### src/design/qrot_pkg.sv
// qrot_pkg: payload types and constants for the quaternion point rotation pipeline
// used by every module of the block; no dependencies
`default_nettype none

package qrot_pkg;

   localparam int QuatWidth  = 16;
   localparam int PointWidth = 32;
   localparam int ProdWidth  = 32;
   localparam int CoefWidth  = 32;
   localparam int TermWidth  = 64;
   localparam int FracShift  = 28;
   localparam int RoundWidth = TermWidth + 1 - FracShift;

   localparam logic signed [QuatWidth-1:0] QUAT_ONE     = 16'sd16384;
   localparam logic signed [QuatWidth-1:0] QUAT_NEG_ONE = -16'sd16384;
   localparam logic signed [TermWidth:0]   ROUND_HALF   = 65'sd134217728;
   localparam logic [PointWidth-1:0]       POINT_MAX    = 32'h7fff_ffff;
   localparam logic [PointWidth-1:0]       POINT_MIN    = 32'h8000_0000;

   typedef struct packed {
      logic signed [PointWidth-1:0] pz;
      logic signed [PointWidth-1:0] py;
      logic signed [PointWidth-1:0] px;
      logic signed [QuatWidth-1:0]  qw;
      logic signed [QuatWidth-1:0]  qz;
      logic signed [QuatWidth-1:0]  qy;
      logic signed [QuatWidth-1:0]  qx;
   } req_type;

   typedef struct packed {
      logic signed [ProdWidth-1:0]  xx;
      logic signed [ProdWidth-1:0]  yy;
      logic signed [ProdWidth-1:0]  zz;
      logic signed [ProdWidth-1:0]  ww;
      logic signed [ProdWidth-1:0]  xy;
      logic signed [ProdWidth-1:0]  xz;
      logic signed [ProdWidth-1:0]  yz;
      logic signed [ProdWidth-1:0]  wx;
      logic signed [ProdWidth-1:0]  wy;
      logic signed [ProdWidth-1:0]  wz;
      logic signed [PointWidth-1:0] px;
      logic signed [PointWidth-1:0] py;
      logic signed [PointWidth-1:0] pz;
   } prod_type;

   typedef struct packed {
      logic signed [CoefWidth-1:0]  m00;
      logic signed [CoefWidth-1:0]  m01;
      logic signed [CoefWidth-1:0]  m02;
      logic signed [CoefWidth-1:0]  m10;
      logic signed [CoefWidth-1:0]  m11;
      logic signed [CoefWidth-1:0]  m12;
      logic signed [CoefWidth-1:0]  m20;
      logic signed [CoefWidth-1:0]  m21;
      logic signed [CoefWidth-1:0]  m22;
      logic signed [PointWidth-1:0] px;
      logic signed [PointWidth-1:0] py;
      logic signed [PointWidth-1:0] pz;
   } coef_type;

   typedef struct packed {
      logic signed [TermWidth-1:0] t00;
      logic signed [TermWidth-1:0] t01;
      logic signed [TermWidth-1:0] t02;
      logic signed [TermWidth-1:0] t10;
      logic signed [TermWidth-1:0] t11;
      logic signed [TermWidth-1:0] t12;
      logic signed [TermWidth-1:0] t20;
      logic signed [TermWidth-1:0] t21;
      logic signed [TermWidth-1:0] t22;
   } term_type;

   typedef struct packed {
      logic signed [TermWidth-1:0] sx;
      logic signed [TermWidth-1:0] sy;
      logic signed [TermWidth-1:0] sz;
   } sum_type;

   typedef struct packed {
      logic                         sat;
      logic signed [PointWidth-1:0] rz;
      logic signed [PointWidth-1:0] ry;
      logic signed [PointWidth-1:0] rx;
   } rsp_type;

   function automatic logic signed [QuatWidth-1:0] clamp_quat(
      input logic signed [QuatWidth-1:0] q);
      logic signed [QuatWidth-1:0] r;
      r = q;
      if (q > QUAT_ONE) begin
         r = QUAT_ONE;
      end else if (q < QUAT_NEG_ONE) begin
         r = QUAT_NEG_ONE;
      end
      return r;
   endfunction

endpackage

`default_nettype wire

### src/design/qrot_round.sv
// qrot_round: rounds each row sum to Q16.16 half up and saturates to 32 bits
// one register stage that is also the result register; depends on qrot_pkg
`default_nettype none

module qrot_round import qrot_pkg::*; (
   input  wire logic clock,
   input  wire logic reset,
   input  wire logic in_valid,
   output logic      in_ready,
   input  wire sum_type in_data,
   output logic      out_valid,
   input  wire logic out_ready,
   output rsp_type   out_data
);

   logic    valid_ff;
   rsp_type rsp_ff, rsp_in;

   logic signed [RoundWidth-1:0] rnd_x, rnd_y, rnd_z;
   logic                         clip_x, clip_y, clip_z;

   function automatic logic signed [RoundWidth-1:0] round_q(
      input logic signed [TermWidth-1:0] s);
      logic signed [TermWidth:0] t;
      t = {s[TermWidth-1], s} + ROUND_HALF;
      return t[TermWidth:FracShift];
   endfunction

   function automatic logic out_of_range(input logic signed [RoundWidth-1:0] r);
      return !((&r[RoundWidth-1:PointWidth-1]) || !(|r[RoundWidth-1:PointWidth-1]));
   endfunction

   function automatic logic [PointWidth-1:0] clip_q(input logic signed [RoundWidth-1:0] r,
                                                    input logic clip);
      logic [PointWidth-1:0] v;
      v = r[PointWidth-1:0];
      if (clip) begin
         v = r[RoundWidth-1] ? POINT_MIN : POINT_MAX;
      end
      return v;
   endfunction

   assign in_ready = !valid_ff || out_ready;

   always_comb begin
      rnd_x      = round_q(in_data.sx);
      rnd_y      = round_q(in_data.sy);
      rnd_z      = round_q(in_data.sz);
      clip_x     = out_of_range(rnd_x);
      clip_y     = out_of_range(rnd_y);
      clip_z     = out_of_range(rnd_z);
      rsp_in.rx  = clip_q(rnd_x, clip_x);
      rsp_in.ry  = clip_q(rnd_y, clip_y);
      rsp_in.rz  = clip_q(rnd_z, clip_z);
      rsp_in.sat = clip_x || clip_y || clip_z;
   end

   always_ff @(posedge clock) begin
      if (reset) begin
         valid_ff <= 1'b0;
      end else if (in_ready) begin
         valid_ff <= in_valid;
      end
   end

   always_ff @(posedge clock) begin
      if (in_ready) rsp_ff <= rsp_in;
   end

   assign out_valid = valid_ff;
   assign out_data  = rsp_ff;

endmodule

`default_nettype wire

### config.mk
export PLATFORM = sky130hd
export DESIGN_NAME = qrot_round
export DESIGN_NICKNAME = d
export VERILOG_FILES = /design/src/design/qrot_pkg.sv /design/src/design/qrot_round.sv
export SDC_FILE = /design/constraint.sdc
export NUM_CORES = 1
export LEC_CHECK = 0
export ABC_AREA = 1
export BUFFER_PORTS_ARGS = -buffer_cell sky130_fd_sc_hd__buf_2
export CAP_MARGIN = 20
export CORE_ASPECT_RATIO = 1.25
export CORE_MARGIN = 4
export CORE_UTILIZATION = 50
export CTS_CLUSTER_DIAMETER = 80
export DETAILED_ROUTE_END_ITERATION = 16
export GPL_TIMING_DRIVEN = 0
export PLACE_DENSITY = 0.85
export SETUP_SLACK_MARGIN = 0.1
export SYNTH_ARGS = -nofsm -noshare
export SYNTH_HDL_FRONTEND = slang
export SYNTH_SLANG_ARGS = --single-unit
### constraint.sdc
create_clock -name clock -period 5.8 [get_ports clock]
set_input_delay 1.16 -clock clock [delete_from_list [all_inputs] [get_ports clock]]
set_output_delay 1.16 -clock clock [all_outputs]
set_load 0.005 [all_outputs]
Word level (Yosys, flattened, before mapping)
Cells that the tools add are included.
- ROM bits: 0
- output and inout port bits: 99
- register bits: 98
- memory bits (writable): 0
- latch bits: 0
- memories kept: 0
- input port bits: 196
- reductions and logical operators: 19
- equality and inequality tests: 0
- bitwise gates (word level): 0
- multipliers: 0
- add/sub/neg operators: 3
- divide/modulo/power cells: 0
- magnitude comparators: 0
- shift-type cells: 0
- mux-type cells: 6
- operators by type and width (operator ; number):
    64-bit by 29-bit adder with 65-bit output (second input constant) ; 3
    32-bit two-way mux ; 6
    6-bit AND reduction ; 3
    6-bit OR reduction ; 3
    1-bit zero test ; 7
    1-bit logical OR ; 6

Logic depth before layout (Yosys ltp)
Gate-level depths: netlist of run 1.
- depth after elaboration: 7
- depth in mapped cells: 15

Worst setup path before layout of run 1
Ideal clock, no wire load.
- kind: input-to-output
- start point: input port out_ready
- end point: output port in_ready
- stages: 2
- path buffers: 0
- path slack: 1355 ps
- arrival: 3285 ps
- data required time: 4640 ps
- path through: inv_1 > nand2_1
- longest elaborated chain between the ends: 1
- ends and longest elaborated chain (what ; RTL line ; text):
    start: declaration ; qrot_round.sv:12 ; input wire logic out_ready,
    1-bit logical OR ; qrot_round.sv:43 ; assign in_ready = !valid_ff || out_ready;
    end: declaration ; qrot_round.sv:9 ; output logic in_ready,
No other way between the ends.

Worst setup path in the final report of run 1
Ends and elaborated chain as after synthesis.

==> results of run 1 <==
synth_stat cells:
| cell | n | area share |
|---|---|---|
| nand3_1 | 43 | 0.032 |
| nor2_4 | 8 | 0.013 |
| ha_1 | 3 | 0.0056 |
| inv_2 | 1 | 0.00056 |
| o21ai_4 | 1 | 0.0024 |
| nand2_1 | 388 | 0.22 |
| nand2_4 | 2 | 0.0034 |
| buf_4 | 6 | 0.0067 |
| nor3_1 | 12 | 0.0090 |
| inv_1 | 37 | 0.021 |
| dfxtp_1 | 1 | 0.0030 |
| nand4_1 | 4 | 0.0037 |
| nand3_2 | 8 | 0.012 |
| and3_2 | 1 | 0.0011 |
| buf_6 | 12 | 0.020 |
| o21ai_1 | 1 | 0.00075 |
| a21oi_1 | 3 | 0.0022 |
| nand3b_1 | 6 | 0.0067 |
| xor2_1 | 46 | 0.060 |
| nand2_2 | 4 | 0.0037 |
| or2_2 | 1 | 0.00093 |
| edfxtp_1 | 97 | 0.43 |
| nor2_1 | 121 | 0.068 |
| nand3b_2 | 1 | 0.0017 |
| o21bai_1 | 1 | 0.0011 |
| nor2_2 | 10 | 0.0093 |
| and3_1 | 1 | 0.00093 |
| xnor2_1 | 44 | 0.058 |
| nor4_1 | 1 | 0.00093 |
state kept, by name, indices dropped and copies added (netlist names):
signal     flops
out_data      97
out_valid      1
cell families after synthesis:
kind of cell               synth area share
adders and majority gates           0.00560
DFF                                   0.438
xor gates and xnor gates              0.118
and+or+nand+nor                       0.384
AOI/OAI and AO/OA                   0.00654
buffers and inverters                0.0482
how the worst max path moves through the flow:
stage                 startpoint           end  slack, ns  cells past startpoint
floorplan              out_ready      in_ready       1.36                      2
global placement       out_ready      in_ready       0.13                      4
detailed placement  in_data[155]   out_data[3]       2.34                     14
CTS                    out_ready      in_ready       2.61                      4
global route        in_data[155]  out_data[20]       2.56                     14
finish                 out_ready      in_ready       2.63                      4
through the flow:
step	total power, W	setup slack (ns)	cell area (um2)
final	0.00179	2.63	8340
after global routing	0.00187	2.56	8340
after CTS	0.00180	2.61	8330
after detailed placement	0.00117	2.34	8010
after global placement	0.00117	0.132	7980
after floorplan	0.00102	1.36	6700
area by class of cell:
type,instances,share of cell area
diodes,1,0.000300
plain buffers,18,0.0216
clock buffers,10,0.0275
clock inverters,6,0.0110
inverters,38,0.0171
multi-input cells,710,0.414
flip-flops and latches,98,0.352
well taps,171,0.0257
repair buffers,214,0.131
power breakdown:
group          total, W  leakage (nW)  switching [W]  internal [W]
clock network  0.000634         0.157       0.000254      0.000380
logic          0.000297          2.63       0.000172      0.000125
registers      0.000862          1.01      0.0000155      0.000846
cells in the final DEF (no fill, tap or decap), types with 2 or more instances in the layout:
| master | count |
|---|---|
| nand3_2 | 8 |
| nor3_1 | 12 |
| nor2_4 | 8 |
| ha_1 | 3 |
| nand2_1 | 387 |
| nor2_2 | 10 |
| buf_6 | 12 |
| nand4_1 | 4 |
| nand2_2 | 4 |
| bufinv_16 | 2 |
| xor2_1 | 46 |
| nor2_1 | 121 |
| edfxtp_1 | 97 |
| xnor2_1 | 44 |
| inv_1 | 37 |
| clkbuf_16 | 9 |
| buf_2 | 213 |
| nand3_1 | 43 |
| buf_4 | 6 |
| nand3b_1 | 6 |
| a21oi_1 | 3 |
| nand2_4 | 3 |
| clkinv_4 | 3 |
routing by layer:
metal	up-vias	part of all wire	GRT usage	routed length, um
met3	61	0.076	0.0527	1340
met2	263	0.50	0.389	8730
met4	8	0.042	0.103	741
met5	-	0.0025	0	44
li1	3211	-	-	-
met1	2807	0.38	0.248	6660
critical path: stages:
cell and delay (ns):
buf_2 0.08, inv_1 0.05, nand2_4 0.47, buf_2 0.23
==> impl_results.md, run 1 <==
* Largest net degree at the start of global routing at 52
* Critical path required time at 4.64 ns
* Final period util at 0.547
* Core Area at 0.0132 mm2
* Cts hold-fix bufs at 0
* Die ar. at 0.0153 mm2
* Clock-pin slew on the worst setup and hold paths at 0.07 ns
* Setup TNS at 0 ns
* Nets at 1,288
* Hold worst-path end: out_valid
* Seq/Total Area, Yosys at 0.438
* Routability cong. at 0.951
* F_max at 0.315 GHz
* Post_cts resized at 0
* Share of cells above drive strength 1 at 0.261
* Hold Fails Final Rpt at 0
* DRC at 0
* Util after Layout at 0.633
* Mapped Nets at 1,063
* Reg area at 0.00293 mm2
* Hold Startpoint: reset
* Slew @ Worst Pin at 0.664 ns
* Synth cell types at 29
* Num rows at 47
* CTS tree: built
* Non-filler instance count after layout at 1,266
* Outcome: finished clean
* Gr usage total at 0.219
* Area used by multi-input combinational logic at 0.00345 mm2
* Post-DP HPWL at 14.4 mm
* Synthesized area at 0.00670 mm2
* R2r setup slk at 4.31 ns
* Global-route wire length before repair at 26.9 mm
* I/O pins at 295
* Area growth, synth to finish at 24.4%
* Vias/cell at 5.02
* Synth Warn # at 0
* Via count at 6,350
* Worst r2r dst: out_data[53]
* Die H at 137 um
* Antenna-violating nets left at 0
* Setup violators final at 0
* Max-cap violations at 0
* Filler Cell Count at 1,191
* Number of H-tree levels at 3
* Vias in the first global route at 5,897
* Hold-critical path depth at 2
* CP startpoint kind: input port
* Total Routed Length at 17.5 mm
* Setup Buffers After CTS at 0
* Grt ovf at 0
* Endpoint class of the critical path: primary output
* CTS Buf Count at 9
* Number of synthesized register bits at 98
* Worst hold slack at 1.00 ns
* Syn Area/Cell at 7.75 um2
* Pwr per Cell Area at 215 mW/mm2
* Worst hold path type: input port to register
* R2R depth at 2
* IO Port Bufs at 213
* Initial antenna violation count at 5
* Worst r2r src: out_valid
* Pleak at 3.80 nW
* Iter 0 DRT Violations at 340
* Crit-path max FO at 51
* CP Class: input port to primary output
* Arrival @ worst endpoint at 2.01 ns
* Die W at 112 um
* Fin crit period at 3.17 ns
* Worst skew pair latency at 0.34 ns
* VDD IR max at 159 uV
* Clock sinks at 98
* DR WL/cell at 13.8 um
* Clock root cell: clkbuf_16
* CTS max path bufs at 2
* Placed cells at 1,249
* RSZ-0062 raised after global routing: no
* Syn Inst Count at 864
* Slew headroom at 0.557
* Initial Util at 0.509
* Iteration count of the initial detailed-routing pass at 5
* Slew Viols, Final at 0
* Clock skew after layout at 0.0104 ns
Note: power is estimated with default switching activity, not from simulation.
==> inputs of run 2 (changes only) <==
--- a/config.mk
+++ b/config.mk
@@ -10,11 +10,11 @@
 export CAP_MARGIN = 20
 export CORE_ASPECT_RATIO = 1.25
 export CORE_MARGIN = 4
-export CORE_UTILIZATION = 50
+export CORE_UTILIZATION = 44
 export CTS_CLUSTER_DIAMETER = 80
 export DETAILED_ROUTE_END_ITERATION = 16
 export GPL_TIMING_DRIVEN = 0
-export PLACE_DENSITY = 0.85
+export PLACE_DENSITY = 0.79
 export SETUP_SLACK_MARGIN = 0.1
 export SYNTH_ARGS = -nofsm -noshare
 export SYNTH_HDL_FRONTEND = slang
==> constraint.sdc (replaced) <==
create_clock -name clock -period 2.87 [get_ports clock]
set_input_delay 0.574 -clock clock [delete_from_list [all_inputs] [get_ports clock]]
set_output_delay 0.574 -clock clock [all_outputs]
set_load 0.005 [all_outputs]
==> impl_results.md, run 2 (synthesized netlist as in run 1, its figures left out) <==
* Core Area at 0.0150 mm2 (+14%)
* Fin crit period at 2.53 ns
* Post-DP HPWL at 14.2 mm (-0.79%)
* Nets at 1,288 (unchanged)
* Hold Startpoint: reset
* Placed cells at 1,260 (+0.88%)
* Initial antenna violation count at 4 (-1)
* RSZ-0062 raised after global routing: no
* CTS Buf Count at 9 (unchanged)
* Crit-path max FO at 10 (-80%)
* Iter 0 DRT Violations at 256 (-25%)
* Filler Cell Count at 1,424 (+20%)
* Initial Util at 0.448 (-0.0605)
* Endpoint class of the critical path: register
* Cell mode on critical path: nand2_1
* Number of H-tree levels at 3 (unchanged)
* Total Routed Length at 17.4 mm (-0.43%)
* Routability cong. at 0.921 (-3.2%)
* CTS tree: built
* CTS max path bufs at 2 (unchanged)
* VDD IR max at 233 uV (+46%)
* Clock sinks at 98 (unchanged)
* Outcome: finished clean
* Clock root cell: clkbuf_16
* Critical-path cell list: buf_2, ha_1, nand2_1, nor2_4, nand3b_1, nor2_1, nand2_1, nand2_1, nand2_1, nor2_1, nand3_2, nand3_2, buf_6, nand2_1
* DRC at 0 (unchanged)
* Hold Fails Final Rpt at 0 (unchanged)
* Switch share at 0.258 (+0.0121)
* Clock-pin slew on the worst setup and hold paths at 0.07 ns (about the same)
* Placed Area at 0.00803 mm2 (+0.17%)
* Biggest cell delay along the critical path at 0.38 ns (-0.09 ns)
* CP startpoint kind: input port
* Vias/cell at 4.90 (-2.4%)
* Pwr per Cell Area at 418 mW/mm2 (+95%)
* Global-route wire length before repair at 27.9 mm (+3.6%)
* Worst skew pair latency at 0.35 ns (about the same)
* Most frequent cells in the layout: nand2_1 (387), buf_2 (213), nor2_1 (121), edfxtp_1 (97), xor2_1 (46)
* Vias in the first global route at 6,053 (+2.6%)
* Setup TNS at 0 ns (unchanged)
* IO Port Bufs at 213 (unchanged)
* Final period util at 0.882
* Pleak at 3.78 nW (-0.54%)
* Setup Buffers After CTS at 0 (unchanged)
* Commonest non-fill, non-tap cell in the layout: nand2_1
* Iteration count of the initial detailed-routing pass at 5 (unchanged)
* Share of cells above drive strength 1 at 0.261 (unchanged)
* Crit. Startpoint: in_data[155]
* CP max-delay cell: nor2_1
* F_max at 0.395 GHz
* Via count at 6,253 (-1.5%)
* Die ar. at 0.0173 mm2 (+13%)
* Antenna-violating nets left at 0 (unchanged)
* Gr usage total at 0.201 (-0.0177)
* Max-cap violations at 0 (unchanged)
* Seq pwr share at 0.500 (+0.019)
* CP Class: input port to register
* Slew @ Worst Pin at 0.663 ns (-0.00151 ns)
* Num rows at 50 (+6.4%)
* I/O pins at 295 (unchanged)
* Post_cts resized at 0 (unchanged)
* Setup violators final at 0 (unchanged)
* Util after Layout at 0.556 (-0.0770)
* Worst hold path type: input port to register
* Area growth, synth to finish at 24.1%
* Final instance area at 0.00831 mm2 (-0.30%)
* Switch Pwr at 0.000899 W (+100%)
* Arrival @ worst endpoint at 2.63 ns (+0.62 ns)
* Die W at 118 um (+6.1%)
* Worst r2r src: out_valid
* DR WL/cell at 13.6 um (-1.3%)
* Area used by multi-input combinational logic at 0.00345 mm2 (unchanged)
* Clock skew after layout at 0.00726 ns (-0.00317 ns)
* Cts hold-fix bufs at 0 (unchanged)
* Internal Pwr Total at 0.00258 W (+91%)
* Die H at 146 um (+6.2%)
* Max reg flops at 97 (unchanged)
* Reg area at 0.00293 mm2 (unchanged)
* Grt ovf at 0 (unchanged)
* Comb pwr share at 0.171 (+0.006)
* Slew Viols, Final at 0 (unchanged)
* Largest net degree at the start of global routing at 51 (-1.9%)
* Slew headroom at 0.558 (+0.00100)
* Critical path required time at 2.97 ns (-1.67 ns)
* Non-filler instance count after layout at 1,277 (+0.87%)
* Clock Power Share at 0.329 (-0.025)
[run 2: changes by cell type in the layout (fill, tap and decap cells not counted), sizes merged]
| cell | delta |
|---|---|
| clkbuf | +1 |
| clkinvlp | +1 |
| bufinv | -2 |
| inv | +1 |
| clkinv | -1 |
[run 2: critical path: cells and delay by family]
family                   cells  cell delay (ns)
adder cells (fa/ha/maj)      1             0.17
AND/OR/NAND/NOR             11             1.60
buffers and inverters        2             0.27
[run 2: path summary, 6_finish.rpt]
| kind | endpoint | slack [ns] | cells after the start |
|---|---|---|---|
| worst min register to register | out_data[88] | 1.04 | 1 |
| worst max-delay path | out_data[15] | 0.34 | 14 |
| worst max register to register | out_data[60] | 1.37 | 2 |
| worst min-delay path | out_valid | 0.37 | 2 |
[run 2: final cells by class]
cell class / count / share of cell area
Timing Repair Buffer: 214 / 0.132
Tap cell: 182 / 0.0274
Inverter: 38 / 0.0172
Buffer: 18 / 0.0217
Multi-Input combinational cell: 710 / 0.415
Clock inverter: 5 / 0.00467
Clock buffer: 11 / 0.0292
Antenna cell: 1 / 0.000301
Sequential cell: 98 / 0.353
[run 2: layer usage]
layer / track usage / part of all wire / up-vias
li1: - / - / 3211
met4: 0.0950 / 0.039 / 6
met5: 0 / 0.0020 / -
met2: 0.366 / 0.50 / 198
met1: 0.218 / 0.39 / 2792
met3: 0.0474 / 0.068 / 46
[run 2: power by group through the flow]
stage	Sequential, W	Clock (W)	Combinational, W
6_report	0.00174	0.00114	0.000594
5_1_grt	0.00175	0.00123	0.000663
4_1_cts	0.00174	0.00117	0.000597
3_5_place_dp	0.00177	0	0.000596
3_3_place_gp	0.00177	0	0.000583
2_1_floorplan	0.00179	0	0.000263
[run 2: stage by stage]
stage	hold slack, ns	total power, W	setup slack (ns)
global route	0.365	0.00364	0.188
CTS	0.359	0.00351	0.358
detailed placement	0.733	0.00237	-0.0200
floorplan	0.643	0.00205	0.502
global placement	0.729	0.00236	-0.371
finish	0.372	0.00348	0.339
==> inputs of run 3 (changes only) <==
--- a/config.mk
+++ b/config.mk
@@ -8,10 +8,10 @@
 export ABC_AREA = 1
 export BUFFER_PORTS_ARGS = -buffer_cell sky130_fd_sc_hd__buf_2
 export CAP_MARGIN = 20
-export CORE_ASPECT_RATIO = 1.25
-export CORE_MARGIN = 4
+export CORE_ASPECT_RATIO = 1.4
 export CORE_UTILIZATION = 44
 export CTS_CLUSTER_DIAMETER = 80
+export CTS_CLUSTER_SIZE = 10
 export DETAILED_ROUTE_END_ITERATION = 16
 export GPL_TIMING_DRIVEN = 0
 export PLACE_DENSITY = 0.79
==> impl_results.md, run 3 (synthesized netlist as in run 1, its figures left out) <==
* Outcome: finished clean
* Max-cap violations at 0 (unchanged)
* Hold-critical path depth at 2 (unchanged)
* Clock sinks at 98 (unchanged)
* Global-route wire length before repair at 26.7 mm (-4.2%)
* DRC at 0 (unchanged)
* Fin crit period at 2.53 ns (-0.000596 ns)
* Hold Fails Final Rpt at 0 (unchanged)
* Clock root cell: clkbuf_16
* Vias/cell at 4.82 (-1.6%)
* Worst hold slack at 0.418 ns (+0.0459 ns)
* Initial Util at 0.449 (+0.000939)
* Pwr per Cell Area at 411 mW/mm2 (-1.8%)
* Hold Startpoint: reset
* Commonest non-fill, non-tap cell in the layout: nand2_1
* Critical path required time at 2.96 ns (about the same)
* Iter 0 DRT Violations at 234 (-8.6%)
* Vias in the first global route at 5,776 (-4.6%)
* CTS max path bufs at 2 (unchanged)
* F_max at 0.395 GHz (about the same)
* Pleak at 3.76 nW (-0.61%)
* Number of H-tree levels at 3 (unchanged)
* Num rows at 53 (+6.0%)
* Antenna-violating nets left at 0 (unchanged)
* CP Class: input port to register
* Iteration count of the initial detailed-routing pass at 5 (unchanged)
* Worst hold path type: input port to register
* Die H at 148 um (+1.4%)
* RSZ-0062 raised after global routing: no
* CTS tree: built
* Most frequent cells in the layout: nand2_1 (387), buf_2 (213), nor2_1 (121), edfxtp_1 (97), xor2_1 (46)
* Final period util at 0.882 (about the same)
* Slew Viols, Final at 0 (unchanged)
* Pre-CTS setup slack at -0.0435 ns (-0.0234 ns)
* Endpoint class of the critical path: register
* Worst r2r src: out_valid
* Clock skew after layout at 0.00936 ns (+0.00210 ns)
* Total Routed Length at 16.9 mm (-2.8%)
* CTS Buf Count at 9 (unchanged)
* Hold worst-path end: out_valid
* Post_cts resized at 0 (unchanged)
* Gr usage total at 0.218 (+0.0170)
* Setup TNS at 0 ns (unchanged)
* Cts hold-fix bufs at 0 (unchanged)
* Crit-path max FO at 10 (unchanged)
* DR WL/cell at 13.2 um (-3.5%)
* R2r setup slk at 1.36 ns (about the same)
* Via count at 6,196 (-0.91%)
* Initial antenna violation count at 4 (unchanged)
* Worst skew pair latency at 0.34 ns (about the same)
* CP startpoint kind: input port
* Post-route worst setup slack at 0.340 ns (+0.000596 ns)
* Grt ovf at 0 (unchanged)
* Max reg flops at 97 (unchanged)
* Final instance area at 0.00830 mm2 (about the same)
* Largest net degree at the start of global routing at 58 (+14%)
* Routability cong. at 0.908 (-1.4%)
* Share of cells above drive strength 1 at 0.259 (-0.00135)
* Die W at 106 um (-10%)
* Slew @ Worst Pin at 0.621 ns (-0.0416 ns)
* Core Area at 0.0149 mm2 (-0.21%)
* Area growth, synth to finish at 24.0% (about the same)
* Placed Area at 0.00804 mm2 (+0.16%)
* Slew headroom at 0.586 (+0.0277)
* Worst r2r dst: out_data[33]
* Total Power at 0.00341 W (-1.9%)
* Post-DP HPWL at 13.9 mm (-2.7%)
* Crit. Startpoint: in_data[155]
* Die ar. at 0.0157 mm2 (-9.0%)
* R2R depth at 2 (unchanged)
* Setup violators final at 0 (unchanged)
* IO Port Bufs at 213 (unchanged)
* Arrival @ worst endpoint at 2.62 ns (about the same)
* Setup Buffers After CTS at 0 (unchanged)
* I/O pins at 295 (unchanged)
* VDD IR max at 223 uV (-4.2%)
* Nets at 1,288 (unchanged)
* Clock-pin slew on the worst setup and hold paths at 0.07 ns (about the same)
==> run 3: cell count changes in the layout (fill, tap and decap cells not counted), sizes merged <==
cell and change:
clkbuf -2, clkinv -2, clkinvlp +3, diode +1, inv -1
==> run 3: worst max-delay path, cell delays in order <==
cell      delay (ns)
buf_2           0.09
ha_1            0.17
nand2_1         0.09
nor2_4          0.20
nand3b_1        0.16
nor2_1          0.40
nand2_1         0.11
nand2_1         0.07
nand2_1         0.06
nor2_1          0.13
nand3_2         0.13
nand3_2         0.20
buf_6           0.17
nand2_1         0.07
==> run 3: per-layer routing <==
| metal | global-route usage | part of all wire | vias up |
|---|---|---|---|
| met4 | 0.0903 | 0.029 | 4 |
| met3 | 0.0445 | 0.064 | 36 |
| li1 | - | - | 3202 |
| met1 | 0.242 | 0.39 | 2751 |
| met2 | 0.399 | 0.52 | 203 |
| met5 | 0 | 0.0016 | - |
==> run 3: how the worst max path moves through the flow <==
stage                     cells past startpoint  slack [ns]      endpoint
after global routing                         14        0.15  out_data[14]
final                                        14        0.34  out_data[10]
after global placement                        4       -0.32      in_ready
after CTS                                    14        0.32   out_data[2]
after floorplan                               2        0.50      in_ready
after detailed placement                     14       -0.04   out_data[2]
==> run 3: power by group <==
part	switching, W	total, W	internal [W]
clock	0.000507	0.00108	0.000575
combinational	0.000338	0.000590	0.000252
sequential	0.0000292	0.00174	0.00171
==> run 3: through the flow <==
stage / instances / util
floorplan: 864 / -
global placement: 1269 / 0.537
detailed placement: 1270 / 0.539
CTS: 1284 / 0.556
global route: 1285 / 0.556
finish: 1286 / 0.557
==> run 3: final cells by class <==
| class | count | area [um2] |
|---|---|---|
| timing repair buffer | 214 | 1090 |
| tap | 192 | 240 |
| antenna | 2 | 5.00 |
| sequential | 98 | 2930 |
| clock buffer | 9 | 225 |
| fill | 1406 | 6620 |
| multi-input combinational | 710 | 3450 |
| buffer | 18 | 180 |
| clock inverter | 5 | 33.8 |
| inverter | 38 | 143 |
